==> config.mk <==
export PLATFORM = sky130hd
export DESIGN_NAME = positional_list_insert_remove_top_flat
export DESIGN_NICKNAME = d
export VERILOG_FILES = /design/src/sv/plist_pkg.sv /design/src/sv/plist_if.sv /design/src/sv/positional_list_insert_remove_top.sv /design/src/sv/plist_ctrl.sv /design/src/sv/plist_dp.sv /design/src/flat_wrapper.sv
export SDC_FILE = /design/constraint.sdc
export NUM_CORES = 1
export LEC_CHECK = 0
export CORE_ASPECT_RATIO = 1.2
export CORE_MARGIN = 5
export CORE_UTILIZATION = 50
export CTS_CLUSTER_SIZE = 16
export DETAILED_ROUTE_END_ITERATION = 10
export DONT_BUFFER_PORTS = 1
export PLACE_DENSITY_LB_ADDON = 0.1
export RECOVER_POWER = 25
export SLEW_MARGIN = 0
export SYNTH_ARGS = -nofsm -noshare
export SYNTH_HDL_FRONTEND = slang
export SYNTH_HIERARCHICAL = 1
export SYNTH_SLANG_ARGS = --single-unit
export TNS_END_PERCENT = 1
==> constraint.sdc <==
create_clock -name clock -period 6.1 [get_ports clock]
set_input_delay 0.915 -clock clock [delete_from_list [all_inputs] [get_ports clock]]
set_output_delay 0.915 -clock clock [all_outputs]
set_load 0.01 [all_outputs]
==> src/sv/plist_pkg.sv <==
package plist_pkg;

   // list geometry
   localparam int CAPACITY = 16;
   localparam int IDX_W    = (CAPACITY > 1) ? $clog2(CAPACITY) : 1;
   localparam int CNT_W    = $clog2(CAPACITY + 1);

   // field widths fixed by the interface
   localparam int KIND_W  = 2;
   localparam int POS_W   = 5;
   localparam int DATA_W  = 32;
   localparam int STS_W   = 2;
   localparam int OCNT_W  = 5;

   // compare width wide enough for both position and count
   localparam int CMP_W = (CNT_W > POS_W) ? CNT_W : POS_W;

   typedef enum logic [KIND_W-1:0] {
      REQ_INSERT = 2'd0,
      REQ_REMOVE = 2'd1,
      REQ_DUMP   = 2'd2
   } plist_kind_type;

   typedef enum logic [STS_W-1:0] {
      STS_OK    = 2'd0,
      STS_RANGE = 2'd1,
      STS_FULL  = 2'd2,
      STS_EMPTY = 2'd3
   } plist_status_type;

   typedef enum logic {
      ST_IDLE,
      ST_DUMP
   } plist_state_type;

   // controller to datapath
   typedef struct packed {
      logic single;      // apply request and load its one result
      logic dump_start;  // clear the dump index
      logic dump_emit;   // load the entry at the dump index
   } plist_cmd_type;

   // datapath to controller
   typedef struct packed {
      logic dump_go;     // request is a dump of a non-empty list
      logic dump_last;   // dump index points at the final entry
   } plist_stat_type;

endpackage

==> src/sv/plist_if.sv <==
interface plist_req_if;
   import plist_pkg::*;

   logic                     valid;
   logic                     ready;
   logic [KIND_W-1:0]        req_type;
   logic [POS_W-1:0]         position;
   logic signed [DATA_W-1:0] value;

   modport source (output valid, req_type, position, value, input ready);
   modport sink   (input valid, req_type, position, value, output ready);
endinterface

interface plist_rsp_if;
   import plist_pkg::*;

   logic                     valid;
   logic                     ready;
   logic [STS_W-1:0]         status;
   logic signed [DATA_W-1:0] element;
   logic [OCNT_W-1:0]        count;
   logic                     last;

   modport source (output valid, status, element, count, last, input ready);
   modport sink   (input valid, status, element, count, last, output ready);
endinterface

==> src/sv/positional_list_insert_remove_top.sv <==
// channel   dir  handshake            payload
// req_if    in   valid / ready        req_type, position, value
// rsp_if    out  valid / ready        status, element, count, last
//
// insert, remove and any rejected request: the result is registered and offered in the cycle after the transfer
// dump: the transfer starts the walk, then one result per entry, one per cycle while the result register is free
//   or being drained, read from the cell chain at the dump index
// an insert or remove shifts all cells at and beyond the position at once
// reset (synchronous) empties the list; entry contents stay undefined
// a stalled result holds; a new request is taken as soon as the result
//   register is free or being drained, except while a dump runs
module positional_list_insert_remove_top
   import plist_pkg::*;
(
   input  logic         clock,
   input  logic         reset,
   plist_req_if.sink    req_if,
   plist_rsp_if.source  rsp_if
);

   plist_cmd_type  cmd;    // controller commands to the datapath
   plist_stat_type stat;   // request checks and dump progress back

   // sequencing: request acceptance, dump walk, result valid
   plist_ctrl u_ctrl (
      .clock     (clock),
      .reset     (reset),
      .req_valid (req_if.valid),
      .req_ready (req_if.ready),
      .rsp_valid (rsp_if.valid),
      .rsp_ready (rsp_if.ready),
      .stat      (stat),
      .cmd       (cmd)
   );

   // cell chain, entry count and the result register
   plist_dp u_dp (
      .clock       (clock),
      .reset       (reset),
      .req_type    (req_if.req_type),
      .position    (req_if.position),
      .value       (req_if.value),
      .cmd         (cmd),
      .stat        (stat),
      .rsp_status  (rsp_if.status),
      .rsp_element (rsp_if.element),
      .rsp_count   (rsp_if.count),
      .rsp_last    (rsp_if.last)
   );

endmodule

==> src/sv/plist_ctrl.sv <==
module plist_ctrl
   import plist_pkg::*;
(
   input  logic           clock,
   input  logic           reset,
   input  logic           req_valid,
   output logic           req_ready,
   output logic           rsp_valid,
   input  logic           rsp_ready,
   input  plist_stat_type stat,
   output plist_cmd_type  cmd
);

   plist_state_type state_ff, state_in;
   logic            rsp_valid_ff, rsp_valid_in;
   logic            out_free;
   logic            accept;

   assign out_free  = !rsp_valid_ff || rsp_ready;
   assign req_ready = (state_ff == ST_IDLE) && out_free;
   assign accept    = req_valid && req_ready;
   assign rsp_valid = rsp_valid_ff;

   // next state
   always_comb begin
      state_in = state_ff;
      case (state_ff)
         ST_IDLE: begin
            if (accept && stat.dump_go) state_in = ST_DUMP;
         end
         ST_DUMP: begin
            if (out_free && stat.dump_last) state_in = ST_IDLE;
         end
         default: state_in = ST_IDLE;
      endcase
   end

   // commands
   always_comb begin
      cmd = '0;
      case (state_ff)
         ST_IDLE: begin
            cmd.single     = accept && !stat.dump_go;
            cmd.dump_start = accept && stat.dump_go;
         end
         ST_DUMP: begin
            cmd.dump_emit = out_free;
         end
         default: cmd = '0;
      endcase
   end

   always_comb begin
      if (cmd.single || cmd.dump_emit) rsp_valid_in = 1'b1;
      else if (rsp_ready)              rsp_valid_in = 1'b0;
      else                             rsp_valid_in = rsp_valid_ff;
   end

   always_ff @(posedge clock) begin
      if (reset) begin
         state_ff     <= ST_IDLE;
         rsp_valid_ff <= 1'b0;
      end else begin
         state_ff     <= state_in;
         rsp_valid_ff <= rsp_valid_in;
      end
   end

endmodule

==> src/sv/plist_dp.sv <==
module plist_dp
   import plist_pkg::*;
(
   input  logic                     clock,
   input  logic                     reset,
   input  logic [KIND_W-1:0]        req_type,
   input  logic [POS_W-1:0]         position,
   input  logic signed [DATA_W-1:0] value,
   input  plist_cmd_type            cmd,
   output plist_stat_type           stat,
   output logic [STS_W-1:0]         rsp_status,
   output logic signed [DATA_W-1:0] rsp_element,
   output logic [OCNT_W-1:0]        rsp_count,
   output logic                     rsp_last
);

   logic signed [DATA_W-1:0] entries_ff [CAPACITY];
   logic signed [DATA_W-1:0] entries_in [CAPACITY];
   logic [CNT_W-1:0]         count_ff, count_in;
   logic [IDX_W-1:0]         idx_ff, idx_in;

   logic [STS_W-1:0]         status_ff, status_in;
   logic signed [DATA_W-1:0] element_ff, element_in;
   logic [OCNT_W-1:0]        ocount_ff, ocount_in;
   logic                     last_ff, last_in;

   logic [CMP_W-1:0]         pos_ext, cnt_ext;
   logic                     is_empty, is_full;
   logic                     do_ins, do_rem;
   logic [IDX_W-1:0]         cell_pos;
   plist_status_type         req_status;

   assign pos_ext  = CMP_W'(position);
   assign cnt_ext  = CMP_W'(count_ff);
   assign is_empty = (count_ff == '0);
   assign is_full  = (count_ff >= CNT_W'(CAPACITY));

   // request checks
   always_comb begin
      req_status = STS_OK;
      do_ins     = 1'b0;
      do_rem     = 1'b0;
      case (req_type)
         REQ_INSERT: begin
            if (is_full)                  req_status = STS_FULL;
            else if (is_empty)            do_ins = 1'b1;
            else if (pos_ext > cnt_ext)   req_status = STS_RANGE;
            else                          do_ins = 1'b1;
         end
         REQ_REMOVE: begin
            if (is_empty)                 req_status = STS_EMPTY;
            else if (pos_ext >= cnt_ext)  req_status = STS_RANGE;
            else                          do_rem = 1'b1;
         end
         REQ_DUMP: begin
            if (is_empty) req_status = STS_EMPTY;
         end
         default: req_status = STS_RANGE;
      endcase
   end

   // an insert into an empty list lands in entry 0
   assign cell_pos = is_empty ? '0 : IDX_W'(pos_ext);

   assign stat.dump_go   = (req_type == REQ_DUMP) && !is_empty;
   assign stat.dump_last = ((CNT_W'(idx_ff) + CNT_W'(1)) == count_ff);

   // cell chain: every cell picks its neighbor, the new value or itself
   always_comb begin
      for (int i = 0; i < CAPACITY; i++) begin
         entries_in[i] = entries_ff[i];
         if (cmd.single && do_ins) begin
            if (IDX_W'(i) == cell_pos) entries_in[i] = value;
            else if (IDX_W'(i) > cell_pos && i > 0)
               entries_in[i] = entries_ff[(i > 0) ? i - 1 : 0];
         end else if (cmd.single && do_rem) begin
            if (IDX_W'(i) >= cell_pos && i < CAPACITY - 1)
               entries_in[i] = entries_ff[(i < CAPACITY - 1) ? i + 1 : i];
         end
      end
   end

   always_comb begin
      count_in = count_ff;
      if (cmd.single && do_ins)      count_in = count_ff + CNT_W'(1);
      else if (cmd.single && do_rem) count_in = count_ff - CNT_W'(1);
   end

   always_comb begin
      idx_in = idx_ff;
      if (cmd.dump_start)     idx_in = '0;
      else if (cmd.dump_emit) idx_in = idx_ff + IDX_W'(1);
   end

   // result register
   always_comb begin
      status_in  = status_ff;
      element_in = element_ff;
      ocount_in  = ocount_ff;
      last_in    = last_ff;
      if (cmd.single) begin
         status_in  = req_status;
         element_in = '0;
         ocount_in  = OCNT_W'(count_in);
         last_in    = 1'b1;
      end else if (cmd.dump_emit) begin
         status_in  = STS_OK;
         element_in = entries_ff[idx_ff];
         ocount_in  = OCNT_W'(count_ff);
         last_in    = stat.dump_last;
      end
   end

   always_ff @(posedge clock) begin
      if (reset) begin
         count_ff <= '0;
         idx_ff   <= '0;
      end else begin
         count_ff <= count_in;
         idx_ff   <= idx_in;
      end
   end

   always_ff @(posedge clock) begin
      entries_ff <= entries_in;
      status_ff  <= status_in;
      element_ff <= element_in;
      ocount_ff  <= ocount_in;
      last_ff    <= last_in;
   end

   assign rsp_status  = status_ff;
   assign rsp_element = element_ff;
   assign rsp_count   = ocount_ff;
   assign rsp_last    = last_ff;

   a_count_bound: assert property (@(posedge clock) disable iff (reset)
      count_ff <= CNT_W'(CAPACITY))
      else $error("entry count above capacity");

   a_count_hold: assert property (@(posedge clock) disable iff (reset)
      !cmd.single |=> $stable(count_ff))
      else $error("entry count moved without a request");

   a_dump_in_range: assert property (@(posedge clock) disable iff (reset)
      cmd.dump_emit |-> (CNT_W'(idx_ff) < count_ff))
      else $error("dump index past the last entry");

endmodule

==> src/flat_wrapper.sv <==
// flat-port wrapper written by rule: the top's interface ports become plain ports
module positional_list_insert_remove_top_flat import plist_pkg::*;
  (clock, reset, req_if_valid, req_if_req_type, req_if_position, req_if_value, req_if_ready, rsp_if_valid, rsp_if_status, rsp_if_element, rsp_if_count, rsp_if_last, rsp_if_ready);
  plist_req_if req_if_i ();
  plist_rsp_if rsp_if_i ();
  input  logic clock;
  input  logic reset;
  input wire logic [$bits(req_if_i.valid)-1:0] req_if_valid;
  input wire logic [$bits(req_if_i.req_type)-1:0] req_if_req_type;
  input wire logic [$bits(req_if_i.position)-1:0] req_if_position;
  input wire logic [$bits(req_if_i.value)-1:0] req_if_value;
  output wire logic [$bits(req_if_i.ready)-1:0] req_if_ready;
  output wire logic [$bits(rsp_if_i.valid)-1:0] rsp_if_valid;
  output wire logic [$bits(rsp_if_i.status)-1:0] rsp_if_status;
  output wire logic [$bits(rsp_if_i.element)-1:0] rsp_if_element;
  output wire logic [$bits(rsp_if_i.count)-1:0] rsp_if_count;
  output wire logic [$bits(rsp_if_i.last)-1:0] rsp_if_last;
  input wire logic [$bits(rsp_if_i.ready)-1:0] rsp_if_ready;
  assign req_if_i.valid = req_if_valid;
  assign req_if_i.req_type = req_if_req_type;
  assign req_if_i.position = req_if_position;
  assign req_if_i.value = req_if_value;
  assign req_if_ready = req_if_i.ready;
  assign rsp_if_valid = rsp_if_i.valid;
  assign rsp_if_status = rsp_if_i.status;
  assign rsp_if_element = rsp_if_i.element;
  assign rsp_if_count = rsp_if_i.count;
  assign rsp_if_last = rsp_if_i.last;
  assign rsp_if_i.ready = rsp_if_ready;
  positional_list_insert_remove_top u_core (.clock(clock), .reset(reset), .req_if(req_if_i), .rsp_if(rsp_if_i));
endmodule
==> flow_summary.ini, run 1 <==
[outcome]
status = complete, but fails checks
violations = max-capacitance violations, max-slew violations

[clock_tree]
cts_made_buffers = 60
h-tree-depth = 2
cts_root_buf = clkbuf_16
ctsHoldBuffers = 0
cts_tree = built
clkLatencyLatePin_ns = 0.63
cts_post_setup_buffers_inserted = 0
clk_pin_slew_worst_paths_ns = 0.06
cts.sinks = 563
clk_path_buf_depth = 3
ctsResizeCount = 0

[timing]
hold_violations = 0
fmax_mhz = 177.8
worst_clock_skew_ns = 0.01514
relSlewSlack = -1.324
min_period_ns = 5.625
post-route-period-util = 0.9221
grt_setup_unrepaired = no
final-setup-viol-count = 0
slew_violations = 734
tightest_slew_ns = 3.485
setup_tns_ns = 0
worst_slack_ns = 0.4750

[routing]
ant_nets = 0
wl_met1_um = 40260
wl_met2_um = 43170
wl_per_cell_um = 26.92
dr.max_layer_used = met4
dr_total_vias = 22274
drc_errors = 0
wl_met3_um = 7554
via_per_inst = 6.421
drt_iter0_markers = 2474
drt-total-wl_um = 93370
firstDrtPassIters = 6

[critical_path]
r2r-start = u_core/u_dp/cnt_ext[0]
worstPathArrival_ns = 5.94
crit_slowest_cell = clkbuf_1
ff2ff_path_depth = 8
r2r_slack_ns = 0.47
reg2reg_to = u_core/u_dp/entries_ff[55]
endpoint_kind = register
cp_cell_sequence = inv_1 > ha_1 > nand4_1 > nand3_1 > nor2_4 > clkbuf_1 > nor2_4 > buf_4
max_stage_delay_ns = 2.44
cpLargestDelayFamily = buffers and inverters
worst-path-buf-inv = 3
critical_path_required_ns = 6.42
cp_max_fo = 33
path_class = reg -> reg
crit_top_cell = nor2_4
cp-start-kind = register

[place]
hpwl_um = 53420
placed_area_um2 = 32140
gp_congestion = 0.8294
place_ws_ns = 0.9791
io_buffers = 0

[power_and_ir_drop]
power_switching_uw = 2192
clock_power_share = 0.421
p_leak_uw = 0.01241
comb_power_share = 0.078
pwr-share-seq = 0.501
switching_share = 0.2411
ir_worst_vdd_mv = 0.2100
powerDensity_nw_per_um2 = 266.8
internal_power_uw = 6899

[layout]
final_cell_area_um2 = 34080
area_growth_syn_to_layout_pct = 7.236
nFillCells = 5435
final_nets = 2645
utilization = 0.5394
mostFrequentLayoutCell = nand2_1
n_antenna_cell = 0
drive_gt1_frac = 0.1293
final_cell_mix = 554 x nand2_1, 519 x edfxtp_1, 449 x mux2i_1

[hold_path]
holdCritPathClass = in -> reg
hp-start = reset
holdPathStages = 1
hold_end = u_core/u_dp/idx_ff[1]

[floorplan]
core_um2 = 63190
ios = 85
start_util = 0.5030
rows = 101
die_h_um = 286.2
die_w_um = 240.1
dieArea_um2 = 68720

[global_route]
antenna_found_initial = 0
grt_max_degree = 316
grt_pass1_vias = 21687
grt_overflow_total = 0
grt_pass1_wl_um = 139800
grtUsageTotal = 0.2660

[synthesis]
yosys_warnings = 6
synth-edff-count = 519
synth_cells = 2740
yosysSeqAreaShare = 0.5181
synthTopCellsByArea = edfxtp_1 49%, mux2i_1 14%, mux4_2 9.1%
syn_area_um2 = 31780
avgSynthCellArea_um2 = 11.60
synth-main-ff-cell = edfxtp_1
synth-seq-cells = 563
synth_top_area_cell = edfxtp_1
synth_top_area_frac = 0.4904
ys_async_sr_fraction = 0
synth.net_count = 2792
yosys.cell_types.count = 51

[run]
drv_cap = 6
## power by group through the flow
stage / Clock (uW) / Sequential (uW) / Combinational, uW
6_report: 3830 / 4560 / 708
5_1_grt: 4070 / 4570 / 780
4_1_cts: 3910 / 4550 / 704
3_5_place_dp: 0 / 4630 / 704
3_3_place_gp: 0 / 4630 / 683
2_1_floorplan: 0 / 4590 / 539
## flip-flops by register name, summed over array words and instances, names as in the netlist
signal / flops
u_core/u_dp/rsp_last: 1
u_core/u_ctrl/rsp_valid: 1
u_core/u_dp/cnt_ext: 5
u_core/u_ctrl/state_ff: 1
u_core/u_dp/rsp_count: 5
u_core/u_dp/idx_ff: 4
u_core/u_dp/rsp_element: 32
u_core/u_dp/entries_ff: 512
u_core/u_dp/rsp_status: 2
## layout make-up
type	count	area, um2	share of cell area
Clock buffer	69	1556	0.04567
Clock inverter	45	464.2	0.01362
Inverter	10	41.29	0.001212
Multi-Input combinational cell	1913	14160	0.4156
Sequential cell	563	16470	0.4834
Tap cell	824	1031	0.03025
Timing Repair Buffer	45	350.3	0.01028
## synth_stat cells (3+ instances only)
| cell type | n |
|---|---|
| a21oi_1 | 79 |
| a22oi_1 | 66 |
| buf_1 | 4 |
| buf_2 | 61 |
| buf_4 | 16 |
| buf_6 | 32 |
| clkbuf_1 | 140 |
| dfxtp_1 | 44 |
| edfxtp_1 | 519 |
| ha_1 | 9 |
| inv_1 | 9 |
| mux2_2 | 34 |
| mux2i_1 | 449 |
| mux4_2 | 128 |
| nand2_1 | 555 |
| nand2b_1 | 7 |
| nand3_1 | 6 |
| nand4_1 | 3 |
| nor2_1 | 55 |
| nor2_2 | 9 |
| nor2b_1 | 6 |
| nor3_1 | 10 |
| nor3b_1 | 3 |
| o21ai_0 | 434 |
| o21ai_1 | 18 |
| or3_1 | 3 |
| xnor2_1 | 6 |
| xor2_1 | 5 |
## worst max-delay path by stage
stage                                start                          end  slack (ns)  cells past startpoint
floorplan               req_if_req_type[0]  u_core/u_dp/entries_ff[288]        0.83                      8
global placement    u_core/u_dp/cnt_ext[0]   u_core/u_dp/entries_ff[85]        1.16                     10
detailed placement  u_core/u_dp/cnt_ext[0]   u_core/u_dp/entries_ff[85]        0.98                     10
CTS                 u_core/u_dp/cnt_ext[0]   u_core/u_dp/entries_ff[90]        0.95                     10
global route        u_core/u_dp/cnt_ext[0]   u_core/u_dp/entries_ff[54]        0.41                      8
finish              u_core/u_dp/cnt_ext[0]   u_core/u_dp/entries_ff[55]        0.47                      8
## through the flow
stage | instances | power [uW] | hold slack, ns
6_report | 3469 | 9091 | 0.3506
5_1_grt | 3469 | 9421 | 0.3206
4_1_cts | 3469 | 9170 | 0.3101
3_5_place_dp | 3355 | 5338 | 0.5386
3_3_place_gp | 3355 | 5311 | 0.5292
2_1_floorplan | 2740 | 5133 | 0.5087
## worst reg2reg max path, delay by kind of cell (launching register included)
family / cells / cell delay, ns
fa+ha+maj: 1 / 0.23
buf+inv: 3 / 3.13
flops: 1 / 0.46
simple gates: 4 / 1.47
## metal layers
metal / track usage / vias to the layer above
met4: 0.06910 / 0
met3: 0.05065 / 160
met5: 0 / -
met2: 0.4161 / 913
met1: 0.3861 / 11295
li1: - / 9906
## cells by family (layout without fill, tap and decap cells)
group	after synthesis	in the layout	share of synthesized area
flip-flops	563	563	0.5181
AO/OA/AOI/OAI	612	612	0.1031
AND/OR/NAND/NOR	670	670	0.08492
adder cells (fa/ha/maj)	9	9	0.003543
buffers and inverters	264	169	0.04315
multiplexers	611	611	0.2442
XOR/XNOR	11	11	0.003031
No activity file was read; power rests on OpenSTA's default activity.
==> run 2: changes to the inputs <==
==> constraint.sdc (replaced) <==
create_clock -name clock -period 6.05 [get_ports clock]
set_input_delay 0.9075 -clock clock [delete_from_list [all_inputs] [get_ports clock]]
set_output_delay 0.9075 -clock clock [all_outputs]
set_load 0.01 [all_outputs]
==> flow_summary.ini, run 2 (synthesized netlist as in run 1, its figures left out) <==
[place]
hpwl_um = 55210
dp_cells = 3362
gp_congestion = 0.8280
io_buffers = 0

[global_route]
grt_pass1_wl_um = 144000
top_usage_layer = met2
grt.met1_usage = 0.4067
grt_util_met2 = 0.4339
grt_pass1_vias = 21748
grtUsageTotal = 0.2763
antenna_found_initial = 0
grt_overflow_total = 0
grt_max_degree = 283
use_met3 = 0.04162

[layout]
final_cell_mix = 554 x nand2_1, 519 x edfxtp_1, 449 x mux2i_1
largest_reg_flops = 512
nFillCells = 5461
area_growth_syn_to_layout_pct = 6.563
mostFrequentLayoutCell = nand2_1
largest-register = u_core/u_dp/entries_ff
drive_gt1_frac = 0.1240
final_nets = 2651
final-instance-count-excl-fill = 3470
utilization = 0.5360

[critical_path]
cp_max_fo = 33
reg2reg_to = u_core/u_dp/entries_ff[61]
endpoint_kind = register
ff2ff_path_depth = 8
critical_path_required_ns = 6.37
cp-start-kind = register
r2r_slack_ns = 0.55
worstPathArrival_ns = 5.82
r2r-start = u_core/u_dp/cnt_ext[0]
path_class = reg -> reg

[floorplan]
dieArea_um2 = 68720
die_h_um = 286.2
ios = 85
die_w_um = 240.1
rows = 101
core_um2 = 63190
start_util = 0.5030

[routing]
firstDrtPassIters = 5
drt-total-wl_um = 96980
drc_errors = 0
via_per_inst = 6.455
wl_per_cell_um = 27.95
dr_total_vias = 22400
ant_nets = 0
drt_iter0_markers = 2326

[hold_path]
holdCritPathClass = in -> reg
hp-start = reset
hold_end = u_core/u_dp/cnt_ext[1]
holdPathStages = 1

[outcome]
status = complete, but fails checks
violations = max-capacitance violations, max-slew violations

[clock_tree]
h-tree-depth = 2
cts.sinks = 563
ctsResizeCount = 0
ctsHoldBuffers = 0
cts_root_buf = clkbuf_16
cts_tree = built
cts_post_setup_buffers_inserted = 0
clk_path_buf_depth = 3
clk_pin_slew_worst_paths_ns = 0.06
cts_made_buffers = 59
clkLatencyLatePin_ns = 0.63

[timing]
post-route-period-util = 0.9096
tightest_slew_ns = 3.438
setup_tns_ns = 0
worst_clock_skew_ns = 0.01679
min_period_ns = 5.503
relSlewSlack = -1.292
hold_violations = 0
final-setup-viol-count = 0
grt_setup_unrepaired = no
slew_violations = 569
fmax_mhz = 181.7

[power_and_ir_drop]
p_leak_uw = 0.01233
ir_worst_vdd_mv = 0.2222
powerDensity_nw_per_um2 = 258.1

[run]
drv_cap = 5
## run 2: cell type report
class,count,area (um2),share of cell area
antenna,1,2.502,0.00007389
clock buffer,81,1589,0.04692
clock inverter,26,153.9,0.004544
inverter,10,41.29,0.001219
multi-input combinational,1913,14150,0.4179
sequential,563,16470,0.4863
tap,824,1031,0.03044
timing repair buffer,52,427.9,0.01264
## run 2: power breakdown
group,internal [uW],switching [uW],leakage (uW)
logic,255,467,0.00636
registers,4480,123,0.00511
clock network,1870,1550,0.000855
total,6600,2140,0.0123
## run 2: routing by layer
layer	vias up	share of wire	routed length, um
met5	-	0	0
met3	155	0.082	7931
met2	963	0.46	45030
met1	11354	0.43	41360
met4	0	0.027	2647
li1	9928	-	-
## run 2: per-stage QoR
stage | worst slack (ns) | area [um2] | hold slack [ns] | total power, uW
after global routing | 0.4962 | 33860 | 0.3193 | 9064
after CTS | 0.8745 | 33940 | 0.3151 | 8807
after floorplan | 0.7833 | 31780 | 0.5087 | 5175
final | 0.5472 | 33870 | 0.3480 | 8740
after detailed placement | 0.9500 | 32190 | 0.5400 | 5392
after global placement | 1.045 | 32190 | 0.5256 | 5364
## run 2: worst max-delay path by stage
stage                           startpoint                          end  slack (ns)  cells after the start
detailed placement  u_core/u_dp/cnt_ext[1]   u_core/u_dp/entries_ff[86]        0.95                     10
floorplan               req_if_req_type[0]  u_core/u_dp/entries_ff[288]        0.78                      8
CTS                 u_core/u_dp/cnt_ext[1]   u_core/u_dp/entries_ff[95]        0.87                     10
global route        u_core/u_dp/cnt_ext[0]   u_core/u_dp/entries_ff[59]        0.50                      8
global placement    u_core/u_dp/cnt_ext[0]   u_core/u_dp/entries_ff[93]        1.04                     10
finish              u_core/u_dp/cnt_ext[0]   u_core/u_dp/entries_ff[61]        0.55                      8
## run 2: worst max-delay path, cell delays in order (launching register included)
cell	delay, ns
dfxtp_1	0.47
inv_1	0.13
ha_1	0.23
nand4_1	0.24
nand3_1	0.42
nor2_4	0.22
clkbuf_1	2.42
nor2_4	0.48
buf_4	0.53
